<file path="src/sv/erle_pkg.sv">
`timescale 1ns / 1ps
// ----------------------------------------------------------------------------
// erle_pkg: shared types and constants of the escape RLE track decoder
// Stream phases, status codes and field widths.
// ----------------------------------------------------------------------------
package erle_pkg;

  localparam int unsigned SECTOR_BYTES = 512;
  localparam int unsigned SPT_W        = 5;
  localparam int unsigned RUN_LEN_W    = 14;
  localparam int unsigned BLK_LEN_W    = 16;
  localparam logic [7:0]  FILLER_BYTE  = 8'hf6;
  localparam logic [SPT_W-1:0] SPT_RESET = SPT_W'(18);

  typedef enum logic [2:0] {
    PH_LEN_LO = 3'd0,
    PH_LEN_HI = 3'd1,
    PH_ESCAPE = 3'd2,
    PH_DATA   = 3'd3,
    PH_FILL   = 3'd4,
    PH_COUNT  = 3'd5
  } phase_e;

  typedef enum logic [2:0] {
    ST_OK        = 3'd0,
    ST_EMPTY     = 3'd1,
    ST_TRUNC_ESC = 3'd2,
    ST_OVERFLOW  = 3'd3,
    ST_SHORT     = 3'd4
  } status_e;

  typedef enum logic {
    CMD_BYTE   = 1'b0,
    CMD_UNUSED = 1'b1
  } command_e;

endpackage

</file>
<file path="src/sv/escape_rle_track_decoder.sv">
`timescale 1ns / 1ps
// ----------------------------------------------------------------------------
// escape_rle_track_decoder: escape-byte run-length track decoder
// Expands packed track blocks into (value, length) run descriptors.
// ----------------------------------------------------------------------------
// Usage
//   Input channel (in_valid_i / in_stall_o): one transfer carries either a
//   packed stream byte (command_i = 0) or an unused-track command
//   (command_i = 1). Each used track begins with a little-endian 16-bit
//   block length, then the escape byte, then literals and escape triples
//   (escape, fill value, count).
//   Output channel (out_valid_o / out_stall_i): one transfer per run
//   descriptor, or one status transfer when an error is found. After an
//   error the block stays silent until reset.
//   Config channel (cfg_valid_i / cfg_ready_o): writes sectors_per_track;
//   always ready. Write only while the block is idle.
// Timing
//   Each input transfer is decoded in the cycle it is accepted; its result,
//   if any, appears on the output register in the cycle after. One transfer
//   per cycle is sustained unless the receiver stalls the single output register.
// Reset and stall
//   Reset returns the decoder to waiting for a block length, clears the
//   error flag and sets sectors_per_track to 18. While the output register
//   holds a result and the receiver stalls, in_stall_o is raised; a transfer
//   is still taken in the cycle the held result drains.
// ----------------------------------------------------------------------------
module escape_rle_track_decoder (
  input  logic                          clk_i,
  input  logic                          rst_ni,
  // config channel
  input  logic                          cfg_valid_i,
  output logic                          cfg_ready_o,
  input  logic [erle_pkg::SPT_W-1:0]    cfg_data_i,
  // input channel
  input  logic                          in_valid_i,
  output logic                          in_stall_o,
  input  logic                          command_i,
  input  logic [7:0]                    packed_byte_i,
  // output channel
  output logic                          out_valid_o,
  input  logic                          out_stall_i,
  output logic [7:0]                    run_value_o,
  output logic [erle_pkg::RUN_LEN_W-1:0] run_length_o,
  output logic                          track_end_o,
  output logic [2:0]                    status_o
);
  import erle_pkg::*;

  // Architectural state
  logic [SPT_W-1:0]     spt_q;
  phase_e               phase_q, phase_d;
  logic [7:0]           len_lo_q, len_lo_d;
  logic [BLK_LEN_W-1:0] left_q, left_d;
  logic [7:0]           esc_q, esc_d;
  logic [7:0]           fill_q, fill_d;
  logic [RUN_LEN_W-1:0] prod_q, prod_d;
  logic                 failed_q, failed_d;

  // Output register
  logic                 out_valid_q, out_valid_d;
  logic [7:0]           val_q;
  logic [RUN_LEN_W-1:0] rlen_q;
  logic                 end_q;
  status_e              stat_q;

  // Result of the current transfer
  logic                 res_vld;
  logic [7:0]           res_val;
  logic [RUN_LEN_W-1:0] res_len;
  logic                 res_end;
  status_e              res_stat;

  logic                 in_acc;
  logic [RUN_LEN_W-1:0] track;
  logic [BLK_LEN_W-1:0] left_dec;
  logic [BLK_LEN_W-1:0] blk_len;
  logic [RUN_LEN_W:0]   sum_lit;
  logic [RUN_LEN_W:0]   sum_cnt;

  assign cfg_ready_o = 1'b1;
  assign in_stall_o  = out_valid_q & out_stall_i;
  assign in_acc      = in_valid_i & ~in_stall_o;

  // Track size in bytes; fits 14 bits for any 5-bit sector count
  assign track    = RUN_LEN_W'(spt_q * SECTOR_BYTES);
  assign left_dec = left_q - BLK_LEN_W'(1);
  assign blk_len  = {packed_byte_i, len_lo_q};
  assign sum_lit  = {1'b0, prod_q} + (RUN_LEN_W + 1)'(1);
  assign sum_cnt  = {1'b0, prod_q} + (RUN_LEN_W + 1)'(packed_byte_i);

  always_comb begin
    phase_d  = phase_q;
    len_lo_d = len_lo_q;
    left_d   = left_q;
    esc_d    = esc_q;
    fill_d   = fill_q;
    prod_d   = prod_q;
    failed_d = failed_q;
    res_vld  = 1'b0;
    res_val  = '0;
    res_len  = '0;
    res_end  = 1'b0;
    res_stat = ST_OK;

    if (in_acc && !failed_q) begin
      if (command_i == CMD_UNUSED) begin
        // filler run, only between tracks
        if (phase_q == PH_LEN_LO) begin
          res_vld = 1'b1;
          res_val = FILLER_BYTE;
          res_len = track;
          res_end = 1'b1;
        end
      end else begin
        case (phase_q)
          PH_LEN_LO: begin
            len_lo_d = packed_byte_i;
            phase_d  = PH_LEN_HI;
          end
          PH_LEN_HI: begin
            left_d = blk_len;
            if (blk_len == '0) begin
              failed_d = 1'b1;
              res_vld  = 1'b1;
              res_stat = ST_EMPTY;
            end else begin
              prod_d  = '0;
              phase_d = PH_ESCAPE;
            end
          end
          PH_ESCAPE: begin
            esc_d   = packed_byte_i;
            left_d  = left_dec;
            phase_d = PH_DATA;
            if (left_dec == '0) begin
              // block holds only the escape: track closes empty, or fails short
              phase_d = PH_LEN_LO;
              res_vld = 1'b1;
              if (prod_q != track) begin
                failed_d = 1'b1;
                res_stat = ST_SHORT;
              end else begin
                prod_d  = '0;
                res_end = 1'b1;
              end
            end
          end
          PH_DATA: begin
            left_d = left_dec;
            if (packed_byte_i == esc_q) begin
              if (left_dec < BLK_LEN_W'(2)) begin
                failed_d = 1'b1;
                res_vld  = 1'b1;
                res_stat = ST_TRUNC_ESC;
              end else begin
                phase_d = PH_FILL;
              end
            end else if (sum_lit > {1'b0, track}) begin
              failed_d = 1'b1;
              res_vld  = 1'b1;
              res_stat = ST_OVERFLOW;
            end else begin
              prod_d  = sum_lit[RUN_LEN_W-1:0];
              res_vld = 1'b1;
              if (left_dec == '0) begin
                phase_d = PH_LEN_LO;
                if (sum_lit[RUN_LEN_W-1:0] != track) begin
                  failed_d = 1'b1;
                  res_stat = ST_SHORT;
                end else begin
                  prod_d  = '0;
                  res_val = packed_byte_i;
                  res_len = RUN_LEN_W'(1);
                  res_end = 1'b1;
                end
              end else begin
                res_val = packed_byte_i;
                res_len = RUN_LEN_W'(1);
              end
            end
          end
          PH_FILL: begin
            fill_d  = packed_byte_i;
            left_d  = left_dec;
            phase_d = PH_COUNT;
          end
          PH_COUNT: begin
            left_d  = left_dec;
            phase_d = PH_DATA;
            if (sum_cnt > {1'b0, track}) begin
              failed_d = 1'b1;
              res_vld  = 1'b1;
              res_stat = ST_OVERFLOW;
            end else begin
              prod_d = sum_cnt[RUN_LEN_W-1:0];
              if (left_dec == '0) begin
                phase_d = PH_LEN_LO;
                res_vld = 1'b1;
                if (sum_cnt[RUN_LEN_W-1:0] != track) begin
                  failed_d = 1'b1;
                  res_stat = ST_SHORT;
                end else begin
                  prod_d  = '0;
                  res_val = fill_q;
                  res_len = RUN_LEN_W'(packed_byte_i);
                  res_end = 1'b1;
                end
              end else if (packed_byte_i != 8'd0) begin
                // zero count mid-block gives no run
                res_vld = 1'b1;
                res_val = fill_q;
                res_len = RUN_LEN_W'(packed_byte_i);
              end
            end
          end
          default: begin
            phase_d = PH_LEN_LO;
          end
        endcase
      end
    end
  end

  // Output register: loads on a result, drains on an unstalled transfer
  always_comb begin
    out_valid_d = out_valid_q;
    if (in_acc && res_vld && !failed_q) begin
      out_valid_d = 1'b1;
    end else if (out_valid_q && !out_stall_i) begin
      out_valid_d = 1'b0;
    end
  end

  always_ff @(posedge clk_i or negedge rst_ni) begin
    if (!rst_ni) begin
      spt_q       <= SPT_RESET;
      phase_q     <= PH_LEN_LO;
      len_lo_q    <= '0;
      left_q      <= '0;
      esc_q       <= '0;
      fill_q      <= '0;
      prod_q      <= '0;
      failed_q    <= 1'b0;
      out_valid_q <= 1'b0;
    end else begin
      if (cfg_valid_i && cfg_ready_o) begin
        spt_q <= cfg_data_i;
      end
      phase_q     <= phase_d;
      len_lo_q    <= len_lo_d;
      left_q      <= left_d;
      esc_q       <= esc_d;
      fill_q      <= fill_d;
      prod_q      <= prod_d;
      failed_q    <= failed_d;
      out_valid_q <= out_valid_d;
    end
  end

  always_ff @(posedge clk_i) begin
    if (in_acc && res_vld && !failed_q) begin
      val_q  <= res_val;
      rlen_q <= res_len;
      end_q  <= res_end;
      stat_q <= res_stat;
    end
  end

  assign out_valid_o  = out_valid_q;
  assign run_value_o  = val_q;
  assign run_length_o = rlen_q;
  assign track_end_o  = end_q;
  assign status_o     = stat_q;

  // Error flag is sticky
  a_failed_sticky: assert property (@(posedge clk_i) disable iff (!rst_ni)
    failed_q |=> failed_q)
    else $error("error flag cleared without reset");

  // A pending error status means the decoder has gone silent
  a_err_sets_failed: assert property (@(posedge clk_i) disable iff (!rst_ni)
    (out_valid_q && stat_q != ST_OK) |-> failed_q)
    else $error("error status without failed flag");

  // Once failed, no new result enters the output register
  a_silent_after_fail: assert property (@(posedge clk_i) disable iff (!rst_ni)
    (failed_q && !out_valid_q) |=> !out_valid_q)
    else $error("result produced after failure");

  // An error result carries no run and no track end
  a_err_payload: assert property (@(posedge clk_i) disable iff (!rst_ni)
    (out_valid_q && stat_q != ST_OK) |-> (rlen_q == '0 && !end_q && val_q == 8'd0))
    else $error("error result carries run data");

endmodule
</file>
<file path="config.mk">
export PLATFORM = sky130hd
export DESIGN_NAME = escape_rle_track_decoder
export DESIGN_NICKNAME = d
export VERILOG_FILES = /design/src/sv/erle_pkg.sv /design/src/sv/escape_rle_track_decoder.sv
export SDC_FILE = /design/constraint.sdc
export NUM_CORES = 1
export LEC_CHECK = 0
export BUFFER_PORTS_ARGS = -buffer_cell sky130_fd_sc_hd__buf_2
export CORE_ASPECT_RATIO = 0.6
export CORE_MARGIN = 2
export CORE_UTILIZATION = 50
export CTS_CLUSTER_DIAMETER = 40
export DETAILED_ROUTE_END_ITERATION = 10
export HOLD_SLACK_MARGIN = 0.1
export PLACE_DENSITY = 0.68
export SYNTH_ARGS = -nofsm -noshare
export SYNTH_HDL_FRONTEND = slang
export SYNTH_SLANG_ARGS = --single-unit
</file>
<file path="constraint.sdc">
create_clock -name clk_i -period 6.3 [get_ports clk_i]
set_input_delay 0.63 -clock clk_i [delete_from_list [all_inputs] [get_ports clk_i]]
set_output_delay 0.63 -clock clk_i [all_outputs]
set_load 0.02 [all_outputs]
</file>
==> results of run 1 <==
## cell usage after synthesis (all sizes together) (5+ instances only)
| master | n |
|---|---|
| a211oi | 6 |
| a21o | 6 |
| a21oi | 50 |
| a221o | 6 |
| a22oi | 5 |
| and2 | 20 |
| and3 | 9 |
| buf | 8 |
| clkbuf | 26 |
| dfrtp | 62 |
| edfxtp | 25 |
| ha | 22 |
| inv | 25 |
| mux2 | 25 |
| nand2 | 51 |
| nand2b | 6 |
| nand3 | 22 |
| nand4 | 8 |
| nor2 | 40 |
| nor2b | 11 |
| nor3 | 16 |
| nor4 | 10 |
| o211ai | 5 |
| o21ai | 59 |
| o22ai | 7 |
| o31ai | 5 |
| o32a | 5 |
| or3 | 6 |
| xnor2 | 24 |
| xor2 | 8 |
## state kept, by name, summed over array words and instances (netlist names)
signal	flops
esc_q	8
failed_q	1
fill_q	8
left_q	16
len_lo_q	8
out_valid_o	1
phase_q	3
prod_q	14
run_length_o	13
run_value_o	8
spt_q	5
status_o	3
track_end_o	1
## area by class of cell
cell class	instances	share of cell area
Multi-Input combinational cell	487	0.506
Clock buffer	9	0.0346
Sequential cell	89	0.361
Timing Repair Buffer	49	0.0392
Inverter	25	0.0144
Clock inverter	7	0.0134
Tap cell	160	0.0307
## power by group through the flow
stage	sequential (mW)	clock, mW	combinational [mW]
floorplan	0.884	0	0.750
global placement	0.933	0	0.965
detailed placement	0.942	0	0.980
CTS	0.931	0.580	0.985
global route	0.961	0.602	1.11
finish	0.939	0.566	1.01
## per-layer routing
| metal | part of all wire | wire, um | up-vias |
|---|---|---|---|
| li1 | - | - | 2397 |
| met1 | 0.52 | 8700 | 2515 |
| met2 | 0.38 | 6300 | 206 |
| met3 | 0.091 | 1510 | 15 |
| met4 | 0.0083 | 138 | 0 |
| met5 | 0 | 0 | - |
## worst max-delay path by stage
stage                                    endpoint             start  slack, ns  cells past startpoint
floorplan           run_length_o[0]$_SDFFCE_PP0P_  packed_byte_i[0]       1.02                     13
global placement     run_value_o[2]$_SDFFCE_PN0P_  packed_byte_i[0]       1.26                     17
detailed placement   run_value_o[4]$_SDFFCE_PN0P_  packed_byte_i[0]       1.05                     17
CTS                  run_value_o[4]$_SDFFCE_PN0P_  packed_byte_i[0]       1.37                     17
global route         run_value_o[6]$_SDFFCE_PN0P_  packed_byte_i[0]       0.94                     17
finish               run_value_o[4]$_SDFFCE_PN0P_  packed_byte_i[0]       1.27                     17
## stage by stage
step	hold WS (ns)	cells	setup slack [ns]	utilization	instance area, sq um
floorplan	0.334	635	1.02	-	5890
global placement	0.448	810	1.26	0.545	6200
detailed placement	0.451	810	1.05	0.545	6200
CTS	0.467	826	1.37	0.573	6520
global route	0.499	826	0.944	0.573	6520
finish	0.465	826	1.27	0.573	6520
## cells by family (layout without fill, tap and decap cells)
group	count (synthesis)	in the layout	synth area share
buffers and inverters	59	90	0.0410
other	2	2	0.00127
xor gates and xnor gates	32	32	0.0489
and+or+nand+nor	216	216	0.191
adders and majority gates	23	23	0.0501
DFF	89	89	0.400
muxes	26	26	0.0495
AOI/OAI and AO/OA	188	188	0.219
==> results_dict.tcl, run 1 <==
set metrics [dict create \
    outcome "completed" \
    postSynth.asyncResetShare 0.719 \
    start_util 0.518 \
    arrival_ns 5.24 \
    critPathRequiredTime_ns 6.51 \
    clockBufferDepth 2 \
    cts_resized 0 \
    ys_seq_area_frac 0.400 \
    synth.largest_area_cell "dfrtp_1" \
    finalMaxSlewViolations 0 \
    start_kind "input port" \
    postSynthAreaPerCell_sq_um 9.28 \
    synthFlopType "dfrtp_1" \
    powerDensity_mw_per_mm2 385 \
    drc 0 \
    vdd_drop_max_mv 0.194 \
    h-tree-depth 3 \
    port_buffers 45 \
    min_path_cells 1 \
    period_share 0.799 \
    drtIter0Drc 554 \
    power.share.switching 0.427 \
    drv_cap 0 \
    layout-drive-gt1-share 0.173 \
    register_area_sq_mm 0.00235 \
    area_growth_pct 10.6 \
    cp_num_buf_inv 1 \
    max_slew_margin 0.412 \
    crit_family "compound AO/OA/AOI/OAI gates" \
    yosysTopAreaCellShare 0.263 \
    dieArea_sq_mm 0.0127 \
    die_y_um 88.1 \
    seqPwrFrac 0.374 \
    fmax_mhz 199 \
    final_hold_viol_count 0 \
    core-area_sq_mm 0.0114 \
    nFillCells 1038 \
    syn_nets 677 \
    drt-pass1-iter-count 6 \
    ant_nets 0 \
    final_common_cell "dfrtp_1" \
    clock_skew_ns 0.00680 \
    grt_pass1_wl_mm 26.1 \
    synth_cell_types 72 \
    grt_pass1_vias 4570 \
    period_minus_slack_ns 5.03 \
    grt_max_degree 65 \
    tightest_slew_ns 0.872 \
    cts.clk_slew.worst_paths_ns 0.07 \
    antenna_found_initial 1 \
    endpoint_kind "register" \
    met1_usage 0.455 \
    synth_edf_count 25 \
    clock-root-buffer "clkbuf_16" \
    vias 5133 \
    place_congestion 0.978 \
    reg2reg_slack_ns 1.31 \
    via_per_inst 6.21 \
    numCtsBuffers 9 \
    nNetsFinal 703 \
    wl_mm 16.7 \
    boundaryPins 48 \
    die_w_um 144 \
    ys_warn_count 0 \
    slowest_delay_ns 0.53 \
    path_max_fanout 9 \
    setup_tns_ns 0 \
    postSynthCellCount 635 \
    diodes 0 \
    ys_ff_latch 89 \
    worstReg2RegEnd "run_value_o[4]$_SDFFCE_PN0P_" \
    r2r.worst_path.cells 16 \
    clkPwrFrac 0.225 \
    crit_type "input port to register" \
    multi_input_area_sq_mm 0.00330 \
    p_int_mw 1.44 \
    cts_tree "done" \
    finalSetupViolations 0 \
    track_usage 0.277 \
    final_cell_mix "dfrtp_1 (62), nand2_1 (50), a21oi_1 (50)" \
    hold_end "failed_q$_DFFE_PN0P_" \
    power_mw 2.51 \
    hold_buffers 0 \
    row_count 30 \
    path_cells "buf_2, ha_1, fa_1, a211oi_1, o21a_1, o21ai_0, nand3_1, xnor2_1, ha_1, nand4b_1, nor4_1, o21ai_0, a2111oi_2, nand3_1, a211oi_2, and2_1, a221o_1" \
    grt.overflow.total 0 \
    use_met2 0.360 \
    p_comb_frac 0.400 \
    p_leak_nw 2.66 \
    switching_power_mw 1.07 \
    grt-busiest-layer "met1" \
    r2r_start "prod_q[0]$_DFFE_PN0P_" \
    synth_area_leaders "dfrtp_1 (26%), edfxtp_1 (13%), mux2_2 (4.8%), ha_1 (4.7%), a21oi_1 (4.2%)" \
    wl_per_cell_um 20.2 \
    cts_setup_buffers 0 \
    hold_start "failed_q$_DFFE_PN0P_" \
    cts_sinks 89 \
    dpl.hpwl_mm 12.6 \
    slowest_stage "a211oi_1" \
    grtUsageMet3 0.0672 \
    synth_area_sq_mm 0.00589 \
    clock_latency_ns 0.34 \
    rsz0062_at_grt "false" \
    hold_class "register to register" \
]
No activity file was read; power rests on OpenSTA's default activity.
==> run 2: changes to the inputs <==
Clock period 6.3 ns to 4.7 ns, I/O delays scaled along.
==> run 2 against run 1 <==
  * Final cell count rose by 2.1%
  * Die area unchanged
  * Setup slack lost 1.1 ns
  * Cell area grew 3.0%
  * Sequential power rose by 33%
  * Total power is 38% higher
  * Wire length rose by 0.17%
  * Highest routed layer unchanged
  * Via count rose by 0.86%
  * Global-route usage down 1.4 points
  * Register-to-register slack got worse by 1.1 ns
==> results_dict.tcl, run 2 (synthesized netlist as in run 1, its figures left out) <==
set metrics [dict create \
    wl_per_cell_um 19.8 \
    core-area_sq_mm 0.0114 \
    tightest_slew_ns 0.891 \
    grt_max_degree 44 \
    period_minus_slack_ns 4.51 \
    start_util 0.518 \
    max_slew_margin 0.400 \
    fin_cells 843 \
    h-tree-depth 3 \
    port_buffers 45 \
    nNetsFinal 720 \
    track_usage 0.263 \
    endpoint_kind "register" \
    boundaryPins 48 \
    start_kind "register" \
    place_congestion 0.978 \
    grt_pass1_wl_mm 25.1 \
    crit_type "register to register" \
    drt-pass1-iter-count 5 \
    drv_cap 0 \
    wl_mm 16.7 \
    grt_pass1_vias 4483 \
    nFillCells 972 \
    die_y_um 88.1 \
    final_cell_mix "dfrtp_1 (62), nand2_1 (50), a21oi_1 (50)" \
    period_share 0.959 \
    cts.clk_slew.worst_paths_ns 0.07 \
    drc 0 \
    arrival_ns 4.60 \
    hold_class "input port to async pin" \
    outcome "completed" \
    dpl.hpwl_mm 12.4 \
    numCtsBuffers 9 \
    critPathRequiredTime_ns 4.79 \
    fmax_mhz 222 \
    powerDensity_mw_per_mm2 518 \
    row_count 30 \
    p_leak_nw 2.74 \
    clockBufferDepth 2 \
    path_max_fanout 8 \
    clock-root-buffer "clkbuf_16" \
    cts_tree "done" \
    power_mw 3.48 \
    vias 5177 \
    final_hold_viol_count 0 \
    largest_reg_flops 16 \
    die_w_um 144 \
    clock_latency_ns 0.34 \
    finalSetupViolations 0 \
    cts_sinks 89 \
    clock_skew_ns 0.00722 \
    finalMaxSlewViolations 0 \
    dp_cells 826 \
    ant_nets 0 \
    via_per_inst 6.14 \
    grt.overflow.total 0 \
    whs_ns 0.119 \
    layout-drive-gt1-share 0.196 \
    dieArea_sq_mm 0.0127 \
    final_common_cell "dfrtp_1" \
    drtIter0Drc 594 \
    area_growth_pct 14.0 \
    diodes 0 \
    antenna_found_initial 0 \
    largest_register "left_q" \
    vdd_drop_max_mv 0.250 \
]
run 2: power breakdown:
part           total (mW)  switching (mW)  internal (mW)
logic                1.42           0.876          0.541
clock network       0.814           0.337          0.477
registers            1.25           0.255          0.992
total                3.48            1.47           2.01
run 2: final timing paths:
check	start	to	slack, ns	depth (start not counted)
worst max-delay path	prod_q[0]$_DFFE_PN0P_	run_value_o[4]$_SDFFCE_PN0P_	0.19	15
worst min-delay path	rst_ni	prod_q[2]$_DFFE_PN0P_	0.12	1
worst max register to register	prod_q[0]$_DFFE_PN0P_	run_value_o[4]$_SDFFCE_PN0P_	0.19	15
worst min register to register	failed_q$_DFFE_PN0P_	failed_q$_DFFE_PN0P_	0.50	1
max in group asynchronous	rst_ni	fill_q[5]$_DFFE_PN0P_	3.61	2
min in group clk_i	cfg_data_i[3]	spt_q[3]$_DFFE_PN0P_	0.33	3
run 2: what timing repair did:
item | 4_1_cts | 5_1_grt
endpoints found under the setup margin | 0 | 47
buffers inserted | 0 | 0
hold buffers | 0 | 0
resized for setup | 0 | 5
run 2: cell type report:
cell class                      instances  area (sq um)  area share
Clock buffer                            9           225      0.0336
Clock inverter                          7           110      0.0164
Inverter                               25          93.8      0.0140
Multi-Input combinational cell        488          3350       0.500
Sequential cell                        89          2350       0.351
Tap cell                              160           200      0.0298
Timing Repair Buffer                   65           375      0.0559
run 2: worst max-delay path: stages, from the launching register on:
cell      delay [ns]
dfrtp_1         0.46
ha_1            0.25
fa_1            0.46
a211oi_2        0.34
o21a_1          0.21
o21ai_1         0.16
nand3_1         0.16
xnor2_1         0.09
ha_1            0.31
a21o_1          0.13
a21oi_1         0.06
o21ai_0         0.71
nand2b_1        0.24
a211oi_2        0.10
and2_1          0.25
a221o_1         0.33
run 2: through the flow:
step           area, sq um  setup slack (ns)  TNS (ns)  utilization
2_1_floorplan         5900             0.337         0            -
6_report              6710             0.191         0        0.590
4_1_cts               6670            0.0693         0        0.586
3_5_place_dp          6330           -0.0400    -0.207        0.557
3_3_place_gp          6330             0.121         0        0.557
5_1_grt               6710           -0.0189   -0.0560        0.590
run 2: per-layer routing:
layer / GRT usage / part of all wire / vias up / routed length [um]
met3: 0.0853 / 0.11 / 24 / 1890
met5: 0 / 0 / - / 0
met4: 0.0579 / 0.0089 / 0 / 148
met1: 0.432 / 0.51 / 2469 / 8500
li1: - / - / 2433 / -
met2: 0.323 / 0.37 / 251 / 6140
